**src/triangle_depth_order_core_defines.svh**
```systemverilog
// ----------------------------------------------------------------------------
// triangle_depth_order_core_defines
// Assertion macros shared by the depth order core.
// ----------------------------------------------------------------------------
`ifndef TRIANGLE_DEPTH_ORDER_CORE_DEFINES_SVH
`define TRIANGLE_DEPTH_ORDER_CORE_DEFINES_SVH

// check a consequence in the same cycle
`define TDO_ASSERT_IMP(lbl, ante, cons, msg) \
    lbl: assert property (@(posedge clk) disable iff (!rst_n) (ante) |-> (cons)) \
        else $error(msg);

// check a consequence in the next cycle
`define TDO_ASSERT_NXT(lbl, ante, cons, msg) \
    lbl: assert property (@(posedge clk) disable iff (!rst_n) (ante) |=> (cons)) \
        else $error(msg);

`endif

```
**src/tdo_pkg.sv**
```systemverilog
// ----------------------------------------------------------------------------
// tdo_pkg
// Types, codes and widths shared by the depth order controller and datapath.
// ----------------------------------------------------------------------------
package tdo_pkg;

    // configuration register indexes
    localparam logic [1:0] CFG_FOCAL = 2'd0;
    localparam logic [1:0] CFG_CX    = 2'd1;
    localparam logic [1:0] CFG_CY    = 2'd2;

    localparam logic [11:0] FOCAL_RST = 12'd250;
    localparam logic [10:0] CX_RST    = 11'd40;
    localparam logic [10:0] CY_RST    = 11'd12;

    // datapath widths
    localparam int DIV_W  = 31;   // dividend and quotient bits
    localparam int DCNT_W = 5;
    localparam int SCR_W  = 20;   // projected coordinate, pixels Q.4
    localparam int WIDE_W = 43;   // cross products and normals
    localparam int LO_W   = 22;   // low part of a split wide operand
    localparam int MUL_W  = 23;   // multiplier operand
    localparam int ACC_W  = 64;

    // datapath operations
    localparam logic [2:0] OP_NOP   = 3'd0;
    localparam logic [2:0] OP_PMUL  = 3'd1;
    localparam logic [2:0] OP_DIVGO = 3'd2;
    localparam logic [2:0] OP_PWR   = 3'd3;
    localparam logic [2:0] OP_LDE   = 3'd4;
    localparam logic [2:0] OP_TEST  = 3'd5;
    localparam logic [2:0] OP_FIN   = 3'd6;
    localparam logic [2:0] OP_BAD   = 3'd7;

    // difference vectors between edge registers (pos minus neg)
    localparam logic [2:0] V01 = 3'd0;
    localparam logic [2:0] V23 = 3'd1;
    localparam logic [2:0] V02 = 3'd2;
    localparam logic [2:0] V12 = 3'd3;
    localparam logic [2:0] V13 = 3'd4;
    localparam logic [2:0] V10 = 3'd5;

    localparam logic [1:0] C_X = 2'd0;
    localparam logic [1:0] C_Y = 2'd1;
    localparam logic [1:0] C_Z = 2'd2;

    localparam logic [3:0] CODE_PLANE = 4'd9;

    typedef struct packed {
        logic       store;
        logic [2:0] op;
        logic [2:0] idx;
        logic [1:0] sel;
        logic       raw;
        logic       mac;
        logic [2:0] a_vec;
        logic [1:0] a_comp;
        logic       b_wide;
        logic [2:0] b_vec;
        logic [1:0] b_comp;
        logic       b_hi;
        logic       neg;
        logic       clr;
        logic       save;
        logic [1:0] save_idx;
        logic [3:0] code;
    } cmd_t;

    typedef struct packed {
        logic any_bad;
        logic div_done;
        logic hit;
    } status_t;

endpackage

```
**src/tdo_ctrl.sv**
```systemverilog
// ----------------------------------------------------------------------------
// tdo_ctrl
// Controller: sequences projection, edge pair tests and plane fallback.
// ----------------------------------------------------------------------------
`include "triangle_depth_order_core_defines.svh"

module tdo_ctrl (
    input  logic              clk,
    input  logic              rst_n,
    input  logic              start,
    input  logic              run_compare,
    output logic              busy,
    input  tdo_pkg::status_t  stat,
    output tdo_pkg::cmd_t     cmd
);

    localparam logic [2:0] ST_IDLE  = 3'd0;
    localparam logic [2:0] ST_CHK   = 3'd1;
    localparam logic [2:0] ST_PMUL  = 3'd2;
    localparam logic [2:0] ST_DIVGO = 3'd3;
    localparam logic [2:0] ST_DIVW  = 3'd4;
    localparam logic [2:0] ST_PWR   = 3'd5;
    localparam logic [2:0] ST_PAIR  = 3'd6;
    localparam logic [2:0] ST_PLANE = 3'd7;

    logic [2:0] state_reg, state_next;
    logic [2:0] vtx_reg, vtx_next;
    logic       axis_reg, axis_next;
    logic [1:0] ea_reg, ea_next;
    logic [1:0] eb_reg, eb_next;
    logic [3:0] pair_reg, pair_next;
    logic [4:0] step_reg, step_next;
    logic [2:0] va, vb, vc, vd;

    function automatic tdo_pkg::cmd_t mac_op(input tdo_pkg::cmd_t c,
                                             input logic [2:0] av, input logic [1:0] ac,
                                             input logic bw, input logic [2:0] bv,
                                             input logic [1:0] bc, input logic bh,
                                             input logic ng, input logic cl);
        tdo_pkg::cmd_t r;
        r        = c;
        r.mac    = 1'b1;
        r.a_vec  = av;
        r.a_comp = ac;
        r.b_wide = bw;
        r.b_vec  = bv;
        r.b_comp = bc;
        r.b_hi   = bh;
        r.neg    = ng;
        r.clr    = cl;
        return r;
    endfunction

    function automatic tdo_pkg::cmd_t lde_op(input tdo_pkg::cmd_t c, input logic [2:0] v,
                                             input logic [1:0] s, input logic rw);
        tdo_pkg::cmd_t r;
        r     = c;
        r.op  = tdo_pkg::OP_LDE;
        r.idx = v;
        r.sel = s;
        r.raw = rw;
        return r;
    endfunction

    function automatic tdo_pkg::cmd_t save_op(input tdo_pkg::cmd_t c, input logic [1:0] k);
        tdo_pkg::cmd_t r;
        r          = c;
        r.save     = 1'b1;
        r.save_idx = k;
        return r;
    endfunction

    // edge end vertices of the current pair
    assign va = {1'b0, ea_reg};
    assign vb = (ea_reg == 2'd2) ? 3'd0 : {1'b0, ea_reg} + 3'd1;
    assign vc = 3'd3 + {1'b0, eb_reg};
    assign vd = (eb_reg == 2'd2) ? 3'd3 : 3'd4 + {1'b0, eb_reg};

    assign busy = (state_reg != ST_IDLE);

    // next state and datapath command
    always_comb
    begin
        state_next = state_reg;
        vtx_next   = vtx_reg;
        axis_next  = axis_reg;
        ea_next    = ea_reg;
        eb_next    = eb_reg;
        pair_next  = pair_reg;
        step_next  = step_reg;
        cmd        = '0;
        case (state_reg)
            ST_IDLE:
            begin
                if (start)
                begin
                    cmd.store = 1'b1;
                    if (run_compare)
                    begin
                        state_next = ST_CHK;
                    end
                end
            end
            ST_CHK:
            begin
                if (stat.any_bad)
                begin
                    cmd.op     = tdo_pkg::OP_BAD;
                    state_next = ST_IDLE;
                end
                else
                begin
                    vtx_next   = '0;
                    axis_next  = 1'b0;
                    state_next = ST_PMUL;
                end
            end
            ST_PMUL:
            begin
                cmd.op     = tdo_pkg::OP_PMUL;
                cmd.idx    = vtx_reg;
                cmd.sel    = {1'b0, axis_reg};
                state_next = ST_DIVGO;
            end
            ST_DIVGO:
            begin
                cmd.op     = tdo_pkg::OP_DIVGO;
                cmd.idx    = vtx_reg;
                state_next = ST_DIVW;
            end
            ST_DIVW:
            begin
                if (stat.div_done)
                begin
                    state_next = ST_PWR;
                end
            end
            ST_PWR:
            begin
                cmd.op  = tdo_pkg::OP_PWR;
                cmd.idx = vtx_reg;
                cmd.sel = {1'b0, axis_reg};
                axis_next = ~axis_reg;
                state_next = ST_PMUL;
                if (axis_reg)
                begin
                    if (vtx_reg == 3'd5)
                    begin
                        ea_next    = '0;
                        eb_next    = '0;
                        pair_next  = '0;
                        step_next  = '0;
                        state_next = ST_PAIR;
                    end
                    else
                    begin
                        vtx_next = vtx_reg + 3'd1;
                    end
                end
            end
            ST_PAIR:
            begin
                step_next = step_reg + 5'd1;
                case (step_reg)
                    5'd0:  cmd = lde_op(cmd, va, 2'd0, 1'b0);
                    5'd1:  cmd = lde_op(cmd, vb, 2'd1, 1'b0);
                    5'd2:  cmd = lde_op(cmd, vc, 2'd2, 1'b0);
                    5'd3:  cmd = lde_op(cmd, vd, 2'd3, 1'b0);
                    // den = d0 x d1
                    5'd4:  cmd = mac_op(cmd, tdo_pkg::V01, tdo_pkg::C_X, 1'b0,
                                        tdo_pkg::V23, tdo_pkg::C_Y, 1'b0, 1'b0, 1'b1);
                    5'd5:  cmd = mac_op(cmd, tdo_pkg::V01, tdo_pkg::C_Y, 1'b0,
                                        tdo_pkg::V23, tdo_pkg::C_X, 1'b0, 1'b1, 1'b0);
                    // n0 = e x d1
                    5'd6:  cmd = mac_op(cmd, tdo_pkg::V02, tdo_pkg::C_X, 1'b0,
                                        tdo_pkg::V23, tdo_pkg::C_Y, 1'b0, 1'b0, 1'b1);
                    5'd7:
                    begin
                        cmd = mac_op(cmd, tdo_pkg::V02, tdo_pkg::C_Y, 1'b0,
                                     tdo_pkg::V23, tdo_pkg::C_X, 1'b0, 1'b1, 1'b0);
                        cmd = save_op(cmd, 2'd0);
                    end
                    // n1 = e x d0
                    5'd8:  cmd = mac_op(cmd, tdo_pkg::V02, tdo_pkg::C_X, 1'b0,
                                        tdo_pkg::V01, tdo_pkg::C_Y, 1'b0, 1'b0, 1'b1);
                    5'd9:
                    begin
                        cmd = mac_op(cmd, tdo_pkg::V02, tdo_pkg::C_Y, 1'b0,
                                     tdo_pkg::V01, tdo_pkg::C_X, 1'b0, 1'b1, 1'b0);
                        cmd = save_op(cmd, 2'd1);
                    end
                    5'd11: cmd = save_op(cmd, 2'd2);
                    5'd12: cmd.op = tdo_pkg::OP_TEST;
                    5'd13:
                    begin
                        if (!stat.hit)
                        begin
                            step_next = '0;
                            if (pair_reg == 4'd8)
                            begin
                                state_next = ST_PLANE;
                            end
                            else
                            begin
                                pair_next = pair_reg + 4'd1;
                                if (ea_reg == 2'd2)
                                begin
                                    ea_next = '0;
                                    eb_next = eb_reg + 2'd1;
                                end
                                else
                                begin
                                    ea_next = ea_reg + 2'd1;
                                end
                            end
                        end
                    end
                    // (za-zc)*den + (zb-za)*n0 - (zd-zc)*n1, wide terms in halves
                    5'd14: cmd = mac_op(cmd, tdo_pkg::V02, tdo_pkg::C_Z, 1'b1,
                                        3'd0, 2'd0, 1'b1, 1'b1, 1'b1);
                    5'd15: cmd = mac_op(cmd, tdo_pkg::V02, tdo_pkg::C_Z, 1'b1,
                                        3'd0, 2'd0, 1'b0, 1'b1, 1'b0);
                    5'd16: cmd = mac_op(cmd, tdo_pkg::V01, tdo_pkg::C_Z, 1'b1,
                                        3'd0, 2'd1, 1'b1, 1'b0, 1'b0);
                    5'd17: cmd = mac_op(cmd, tdo_pkg::V01, tdo_pkg::C_Z, 1'b1,
                                        3'd0, 2'd1, 1'b0, 1'b0, 1'b0);
                    5'd18: cmd = mac_op(cmd, tdo_pkg::V23, tdo_pkg::C_Z, 1'b1,
                                        3'd0, 2'd2, 1'b1, 1'b1, 1'b0);
                    5'd19: cmd = mac_op(cmd, tdo_pkg::V23, tdo_pkg::C_Z, 1'b1,
                                        3'd0, 2'd2, 1'b0, 1'b1, 1'b0);
                    5'd21:
                    begin
                        cmd.op     = tdo_pkg::OP_FIN;
                        cmd.code   = pair_reg;
                        state_next = ST_IDLE;
                    end
                    default: ;
                endcase
            end
            ST_PLANE:
            begin
                step_next = step_reg + 5'd1;
                case (step_reg)
                    5'd0:  cmd = lde_op(cmd, 3'd0, 2'd0, 1'b1);
                    5'd1:  cmd = lde_op(cmd, 3'd3, 2'd1, 1'b1);
                    5'd2:  cmd = lde_op(cmd, 3'd4, 2'd2, 1'b1);
                    5'd3:  cmd = lde_op(cmd, 3'd5, 2'd3, 1'b1);
                    // normal = (p3-p4) x (p3-p5)
                    5'd4:  cmd = mac_op(cmd, tdo_pkg::V12, tdo_pkg::C_Y, 1'b0,
                                        tdo_pkg::V13, tdo_pkg::C_Z, 1'b0, 1'b0, 1'b1);
                    5'd5:  cmd = mac_op(cmd, tdo_pkg::V12, tdo_pkg::C_Z, 1'b0,
                                        tdo_pkg::V13, tdo_pkg::C_Y, 1'b0, 1'b1, 1'b0);
                    5'd6:  cmd = mac_op(cmd, tdo_pkg::V12, tdo_pkg::C_Z, 1'b0,
                                        tdo_pkg::V13, tdo_pkg::C_X, 1'b0, 1'b0, 1'b1);
                    5'd7:
                    begin
                        cmd = mac_op(cmd, tdo_pkg::V12, tdo_pkg::C_X, 1'b0,
                                     tdo_pkg::V13, tdo_pkg::C_Z, 1'b0, 1'b1, 1'b0);
                        cmd = save_op(cmd, 2'd0);
                    end
                    5'd8:  cmd = mac_op(cmd, tdo_pkg::V12, tdo_pkg::C_X, 1'b0,
                                        tdo_pkg::V13, tdo_pkg::C_Y, 1'b0, 1'b0, 1'b1);
                    5'd9:
                    begin
                        cmd = mac_op(cmd, tdo_pkg::V12, tdo_pkg::C_Y, 1'b0,
                                     tdo_pkg::V13, tdo_pkg::C_X, 1'b0, 1'b1, 1'b0);
                        cmd = save_op(cmd, 2'd1);
                    end
                    5'd11: cmd = save_op(cmd, 2'd2);
                    // dot of (p0-p3) with the normal, wide terms in halves
                    5'd12: cmd = mac_op(cmd, tdo_pkg::V10, tdo_pkg::C_X, 1'b1,
                                        3'd0, 2'd0, 1'b1, 1'b0, 1'b1);
                    5'd13: cmd = mac_op(cmd, tdo_pkg::V10, tdo_pkg::C_X, 1'b1,
                                        3'd0, 2'd0, 1'b0, 1'b0, 1'b0);
                    5'd14: cmd = mac_op(cmd, tdo_pkg::V10, tdo_pkg::C_Y, 1'b1,
                                        3'd0, 2'd1, 1'b1, 1'b0, 1'b0);
                    5'd15: cmd = mac_op(cmd, tdo_pkg::V10, tdo_pkg::C_Y, 1'b1,
                                        3'd0, 2'd1, 1'b0, 1'b0, 1'b0);
                    5'd16: cmd = mac_op(cmd, tdo_pkg::V10, tdo_pkg::C_Z, 1'b1,
                                        3'd0, 2'd2, 1'b1, 1'b0, 1'b0);
                    5'd17: cmd = mac_op(cmd, tdo_pkg::V10, tdo_pkg::C_Z, 1'b1,
                                        3'd0, 2'd2, 1'b0, 1'b0, 1'b0);
                    5'd19:
                    begin
                        cmd.op     = tdo_pkg::OP_FIN;
                        cmd.code   = tdo_pkg::CODE_PLANE;
                        state_next = ST_IDLE;
                    end
                    default: ;
                endcase
            end
            default:
            begin
                state_next = ST_IDLE;
            end
        endcase
    end

    // hold state and counters
    always_ff @(posedge clk or negedge rst_n)
    begin
        if (!rst_n)
        begin
            state_reg <= ST_IDLE;
            vtx_reg   <= '0;
            axis_reg  <= 1'b0;
            ea_reg    <= '0;
            eb_reg    <= '0;
            pair_reg  <= '0;
            step_reg  <= '0;
        end
        else
        begin
            state_reg <= state_next;
            vtx_reg   <= vtx_next;
            axis_reg  <= axis_next;
            ea_reg    <= ea_next;
            eb_reg    <= eb_next;
            pair_reg  <= pair_next;
            step_reg  <= step_next;
        end
    end

    `TDO_ASSERT_NXT(a_idle_hold, (state_reg == ST_IDLE) && !(start && run_compare), state_reg == ST_IDLE, "compare began without a request")
    `TDO_ASSERT_IMP(a_div_wait, stat.div_done, state_reg == ST_DIVW, "divider finished outside its wait")
    `TDO_ASSERT_NXT(a_end_idle, (cmd.op == tdo_pkg::OP_FIN) || (cmd.op == tdo_pkg::OP_BAD), state_reg == ST_IDLE, "result word not followed by idle")

endmodule
```
**config.mk**
```make
export PLATFORM = sky130hd
export DESIGN_NAME = tdo_ctrl
export DESIGN_NICKNAME = d
export VERILOG_FILES = /design/src/tdo_pkg.sv /design/src/tdo_ctrl.sv
export VERILOG_INCLUDE_DIRS = /design/src /design/src/src
export SDC_FILE = /design/constraint.sdc
export NUM_CORES = 1
export LEC_CHECK = 0
export BUFFER_PORTS_ARGS = -buffer_cell sky130_fd_sc_hd__buf_2
export CAP_MARGIN = 0
export CELL_PAD_IN_SITES_DETAIL_PLACEMENT = 2
export CELL_PAD_IN_SITES_GLOBAL_PLACEMENT = 2
export CORE_MARGIN = 4
export CORE_UTILIZATION = 34
export DETAILED_ROUTE_END_ITERATION = 10
export GPL_TIMING_DRIVEN = 0
export PLACE_DENSITY = 0.87
export SYNTH_ARGS = -nofsm -noshare
export SYNTH_HDL_FRONTEND = slang
export SYNTH_SLANG_ARGS = --single-unit
```
**constraint.sdc**
```tcl
create_clock -name clk -period 6.88 [get_ports clk]
set_clock_uncertainty 0.15 [all_clocks]
set_input_delay 1.376 -clock clk [delete_from_list [all_inputs] [get_ports clk]]
set_output_delay 1.376 -clock clk [all_outputs]
set_load 0.005 [all_outputs]
```
==> flow_metrics.py, run 1 <==
metrics = {
    "layout": {
        "layout-drive-gt1-share": 0.194,
        "layout_common_cells": "48 x buf_2, 28 x nand2_1, 20 x nor2_1, 20 x dfrtp_1, 19 x o21ai_0",
        "postLayoutCoreUtil": 0.413,
        "n_antenna_cell": 0,
        "layout_commonest_cell": "buf_2",
        "multi_input_area_sq_mm": 0.00144,
        "area_delta_synth_final_pct": 16.8,
        "final_net_count": 344,
        "num-fill-cells": 722,
        "largest_reg_flops": 5,
        "regArea_sq_um": 500,
    },
    "sta": {
        "finalSetupViolCount": 0,
        "rsz0062_at_grt": "false",
        "finalCritPeriodShare": 0.606,
        "worst_hold_slack_ns": 0.432,
        "final_max_slew_viol_count": 0,
        "fin_setup_tns_ns": 0,
        "worst_pin_slew_ns": 0.725,
        "fmax_mhz": 240,
        "fin_crit_ns": 4.17,
        "slew-limit-headroom": 0.513,
        "report.final.hold_viol_count": 0,
    },
    "status": {
        "status": "finished clean",
    },
    "worst_setup_path": {
        "cp.required_ns": 5.35,
        "end_kind": "output port",
        "start_kind": "flop",
        "path_max_fanout": 10,
        "r2r_cells": 7,
        "crit_type": "reg -> out",
        "cp.arrival_ns": 2.64,
    },
    "global_routing": {
        "grt_pass1_vias": 2463,
        "grt_pass1_wl_um": 13100,
        "grt_use_met3": 0.0284,
        "grt_remaining_overflow": 0,
        "grt_max_degree": 21,
        "antenna_found_initial": 0,
        "grt_busiest_layer": "met2",
        "use_met2": 0.381,
        "grt_usage": 0.220,
        "use_met1": 0.294,
    },
    "die": {
        "start_util": 0.354,
        "dieArea_sq_mm": 0.00757,
        "num_io_pins": 40,
        "core_area_sq_mm": 0.00599,
        "die_w_um": 87.0,
        "rows": 28,
        "dieHeight_um": 87.0,
    },
    "placement": {
        "gp_congestion": 0.833,
        "port_buffers": 38,
        "hpwl_um": 6080,
    },
    "clock_tree": {
        "ctsHoldBuffers": 0,
        "post_cts_resized": 0,
        "clk_path_buf_depth": 2,
        "h-tree-depth": 1,
        "clockRootBuffer": "clkbuf_8",
        "cts_setup_buffers": 0,
        "cts.sinks": 20,
        "cts_buffers": 3,
        "clk_latency_ns": 0.27,
        "path_clk_slew_ns": 0.09,
        "cts_tree": "yes",
    },
    "yosys": {
        "yosys-top-cells-area": "dfrtp_1 24%, ha_1 6.5%, nand2_1 5.0%, o21ai_0 4.5%, a21oi_1 3.5%",
        "synthFlopType": "dfrtp_1",
        "ys_seq_elements": 20,
        "synth_fp_nets": 301,
        "yosysSeqAreaShare": 0.236,
        "synth_largest_area_cell": "dfrtp_1",
        "syn_avg_cell_area_sq_um": 7.49,
        "syn_area_sq_mm": 0.00212,
        "synth_enable_flop_cells": 0,
        "ys_async_sr_fraction": 1.00,
        "ys_types": 61,
        "synth_cells": 283,
        "yosysWarnings": 0,
        "synth.top_cell.area_share": 0.236,
    },
    "power_and_ir_drop": {
        "p_leak_uw": 0.00118,
        "peakVddDrop_mv": 0.159,
        "p_total_uw": 1140,
        "power_density_mw_per_mm2": 460,
    },
    "route": {
        "drc": 0,
        "wl_per_cell_um": 19.9,
        "drtAntennaViolNets": 0,
        "vias_per_cell": 5.87,
        "first_pass_iters": 4,
        "vias": 2348,
        "drt_iter0_drc": 123,
        "drt_wl_total_um": 7960,
    },
    "min_path": {
        "holdPathStages": 3,
        "hold_class": "reg -> reg",
    },
    "flow_run": {
        "maxCapViolCount": 0,
    },
}
==> per-stage QoR <==
stage / area, sq um / instances / setup slack (ns)
finish: 2480 / 400 / 2.71
global route: 2480 / 400 / 2.58
CTS: 2480 / 400 / 2.77
detailed placement: 2400 / 396 / 3.10
global placement: 2400 / 396 / 3.15
floorplan: 2120 / 283 / 3.62
==> layout make-up <==
type	instances	share of cell area
clock inverter	1	0.0121
tap	75	0.0379
buffer	23	0.0445
timing repair buffer	38	0.0768
sequential	20	0.202
multi-input combinational	222	0.583
clock buffer	3	0.0167
inverter	18	0.0273
==> metal layers <==
layer  vias to the layer above  wire [um]  share of wire
met1                      1163       3610           0.45
met3                         9        341          0.043
met2                        62       3910           0.49
met5                         -          0              0
li1                       1114          -              -
met4                         0         91          0.011
==> Yosys cell counts, types with 2 or more instances <==
cell	number
xnor2_1	2
and3b_1	2
o311ai_1	2
o21ai_0	19
inv_1	18
or3_1	2
a21boi_1	2
nor2b_1	4
nor3b_1	2
a21o_1	2
and3_1	5
a211o_1	2
ha_1	11
o21ai_1	5
o211ai_1	2
nand2b_1	6
buf_1	2
o31ai_1	2
nand4b_1	2
mux2_2	3
o22a_1	3
a21oi_1	15
a31oi_1	6
and2_1	2
o21a_1	4
a22o_1	4
nor2_1	20
nand3b_1	3
nand2_1	28
mux2i_1	4
nor3_1	13
clkbuf_1	9
nor4b_1	2
a211oi_1	5
dfrtp_1	20
nand3_1	10
buf_2	10
o22ai_1	4
a22oi_1	3
a31o_2	2
==> path summary, 6_finish.rpt <==
kind	endpoint	slack, ns	from
worst max-delay path	cmd[17]	2.71	step_reg[4]
worst min-delay path	eb_reg[0]	0.43	eb_reg[0]
worst max register to register	state_reg[2]	4.64	step_reg[1]
worst min register to register	eb_reg[0]	0.43	eb_reg[0]
max in group asynchronous	state_reg[0]	5.33	rst_n
min in group asynchronous	pair_reg[2]	0.90	rst_n
==> power breakdown <==
part           internal, uW  leakage, uW  switching, uW
registers               161     0.000248           55.5
clock network          77.9    0.0000357           47.2
logic                   290     0.000899            506
==> critical path: stages, from the launching register on <==
cell and delay [ns]:
dfrtp_1 0.41, buf_2 0.23, buf_1 0.43, inv_1 0.17
ha_1 0.25, a31o_2 0.25, o21ai_0 0.31, o21ai_1 0.16
buf_2 0.15
==> kinds of logic after synthesis <==
family,share of synthesized area
other,0.00177
AOI/OAI and AO/OA,0.277
xor gates and xnor gates,0.0124
and+or+nand+nor,0.290
muxes,0.0348
buffers and inverters,0.0838
adders and majority gates,0.0649
DFF,0.236
(Power assumes the default switching activity.)
==> inputs of run 2 (changes only) <==
- CORE_UTILIZATION: 34 -> 32
- PLACE_DENSITY: 0.87 -> 0.83
- clock period: 6.88 -> 3.9 ns (I/O delays scaled with it)
==> flow_metrics.py, run 2 (synthesis results as in run 1) <==
metrics = {
    "status": {
        "status": "finished clean",
    },
    "worst_setup_path": {
        "path_max_fanout": 10,
        "cp_top_family": "buffers and inverters",
        "cp_cell_sequence": "buf_2 -> buf_1 -> inv_1 -> ha_1 -> a31oi_1 -> nand2_1 -> o221a_2 -> buf_2",
        "cp.arrival_ns": 2.59,
        "cpMaxStageDelayCell": "buf_1",
        "cp.required_ns": 2.97,
        "crit_top_cell": "buf_2",
        "cpPeakStageDelay_ns": 0.44,
        "start_kind": "flop",
        "critPathBufInv": 4,
        "end_kind": "output port",
        "crit_type": "reg -> out",
    },
    "global_routing": {
        "grt_remaining_overflow": 0,
        "grt_max_degree": 21,
        "antenna_found_initial": 0,
        "grt_usage": 0.215,
        "grt_pass1_vias": 2496,
        "grt_pass1_wl_um": 13200,
    },
    "die": {
        "die_w_um": 89.4,
        "num_io_pins": 40,
        "start_util": 0.332,
        "core_area_sq_mm": 0.00639,
        "dieArea_sq_mm": 0.00799,
        "rows": 29,
        "dieHeight_um": 89.4,
    },
    "sta": {
        "fin_setup_tns_ns": 0,
        "fmax_mhz": 284,
        "slew-limit-headroom": 0.555,
        "fin_crit_ns": 3.52,
        "finalSetupViolCount": 0,
        "finalWorstSetupSlack_ns": 0.383,
        "finalCritPeriodShare": 0.902,
        "rsz0062_at_grt": "false",
        "report.final.hold_viol_count": 0,
        "final_max_slew_viol_count": 0,
        "worst_hold_slack_ns": 0.305,
        "worst_pin_slew_ns": 0.662,
    },
    "power_and_ir_drop": {
        "power_density_mw_per_mm2": 812,
        "peakVddDrop_mv": 0.294,
        "p_leak_uw": 0.00118,
        "p_total_uw": 2010,
    },
    "clock_tree": {
        "cts_tree": "yes",
        "path_clk_slew_ns": 0.09,
        "clockRootBuffer": "clkbuf_8",
        "ctsHoldBuffers": 0,
        "cts_setup_buffers": 0,
        "clk_latency_ns": 0.27,
        "cts.sinks": 20,
        "h-tree-depth": 1,
        "post_cts_resized": 0,
        "cts_buffers": 3,
        "clk_path_buf_depth": 2,
    },
    "route": {
        "drt_iter0_drc": 173,
        "vias": 2356,
        "wl_per_cell_um": 20.1,
        "first_pass_iters": 5,
        "vias_per_cell": 5.86,
        "drt_wl_total_um": 8070,
        "drtAntennaViolNets": 0,
        "drc": 0,
    },
    "layout": {
        "layout_commonest_cell": "buf_2",
        "fin_area_sq_mm": 0.00248,
        "layout_common_cells": "48 x buf_2, 28 x nand2_1, 20 x nor2_1, 20 x dfrtp_1, 19 x o21ai_0",
        "area_delta_synth_final_pct": 16.9,
        "largest_reg_flops": 5,
        "n_antenna_cell": 0,
        "final_net_count": 344,
        "layout-drive-gt1-share": 0.194,
        "num-fill-cells": 784,
    },
    "placement": {
        "hpwl_um": 6170,
        "dp_slack_ns": 0.711,
        "port_buffers": 38,
        "gp_congestion": 0.904,
        "placed_area_sq_mm": 0.00241,
    },
    "flow_run": {
        "maxCapViolCount": 0,
    },
    "min_path": {
        "hold_class": "in -> async",
    },
}
## run 2: area by class of cell
| cell class | count | area, sq um | area share |
|---|---|---|---|
| tap | 77 | 96.3 | 0.0389 |
| sequential | 20 | 500 | 0.202 |
| multi-input combinational | 222 | 1440 | 0.582 |
| inverter | 18 | 67.6 | 0.0273 |
| timing repair buffer | 38 | 190 | 0.0767 |
| clock inverter | 1 | 30.0 | 0.0121 |
| clock buffer | 3 | 41.3 | 0.0167 |
| buffer | 23 | 110 | 0.0444 |
## run 2: worst paths after layout
kind	start	end	slack, ns	cells after the start
worst max-delay path	step_reg[4]	cmd[16]	0.38	8
worst max register to register	step_reg[1]	state_reg[2]	1.53	7
min in group clk	ea_reg[1]	ea_reg[0]	0.42	1
worst min register to register	ea_reg[1]	ea_reg[0]	0.42	1
max in group asynchronous	rst_n	state_reg[1]	2.96	1
worst min-delay path	rst_n	pair_reg[1]	0.31	1
## run 2: worst register-to-register path: stages, from the launching register on
cell,delay (ns)
dfrtp_1,0.44
inv_1,0.10
ha_1,0.22
buf_2,0.25
nand4b_1,0.18
o311ai_1,0.38
nand3_1,0.20
a211o_1,0.32
## run 2: routing by layer
metal | part of all wire | track usage | vias up
met5 | 0 | 0 | -
met4 | 0.0050 | 0.0298 | 0
met1 | 0.46 | 0.291 | 1178
li1 | - | - | 1121
met2 | 0.49 | 0.376 | 52
met3 | 0.043 | 0.0221 | 5
## run 2: metrics by stage
| stage | instances | utilization |
|---|---|---|
| floorplan | 283 | - |
| global placement | 398 | 0.377 |
| detailed placement | 398 | 0.377 |
| CTS | 402 | 0.388 |
| global route | 402 | 0.388 |
| finish | 402 | 0.388 |
## run 2: power by group
| group | internal [uW] | total, uW | leakage, uW | switching, uW |
|---|---|---|---|---|
| Sequential | 284 | 381 | 0.000248 | 96.4 |
| Clock | 137 | 219 | 0.0000357 | 81.2 |
| Combinational | 512 | 1410 | 0.000899 | 902 |
| Total | 933 | 2010 | 0.00118 | 1080 |
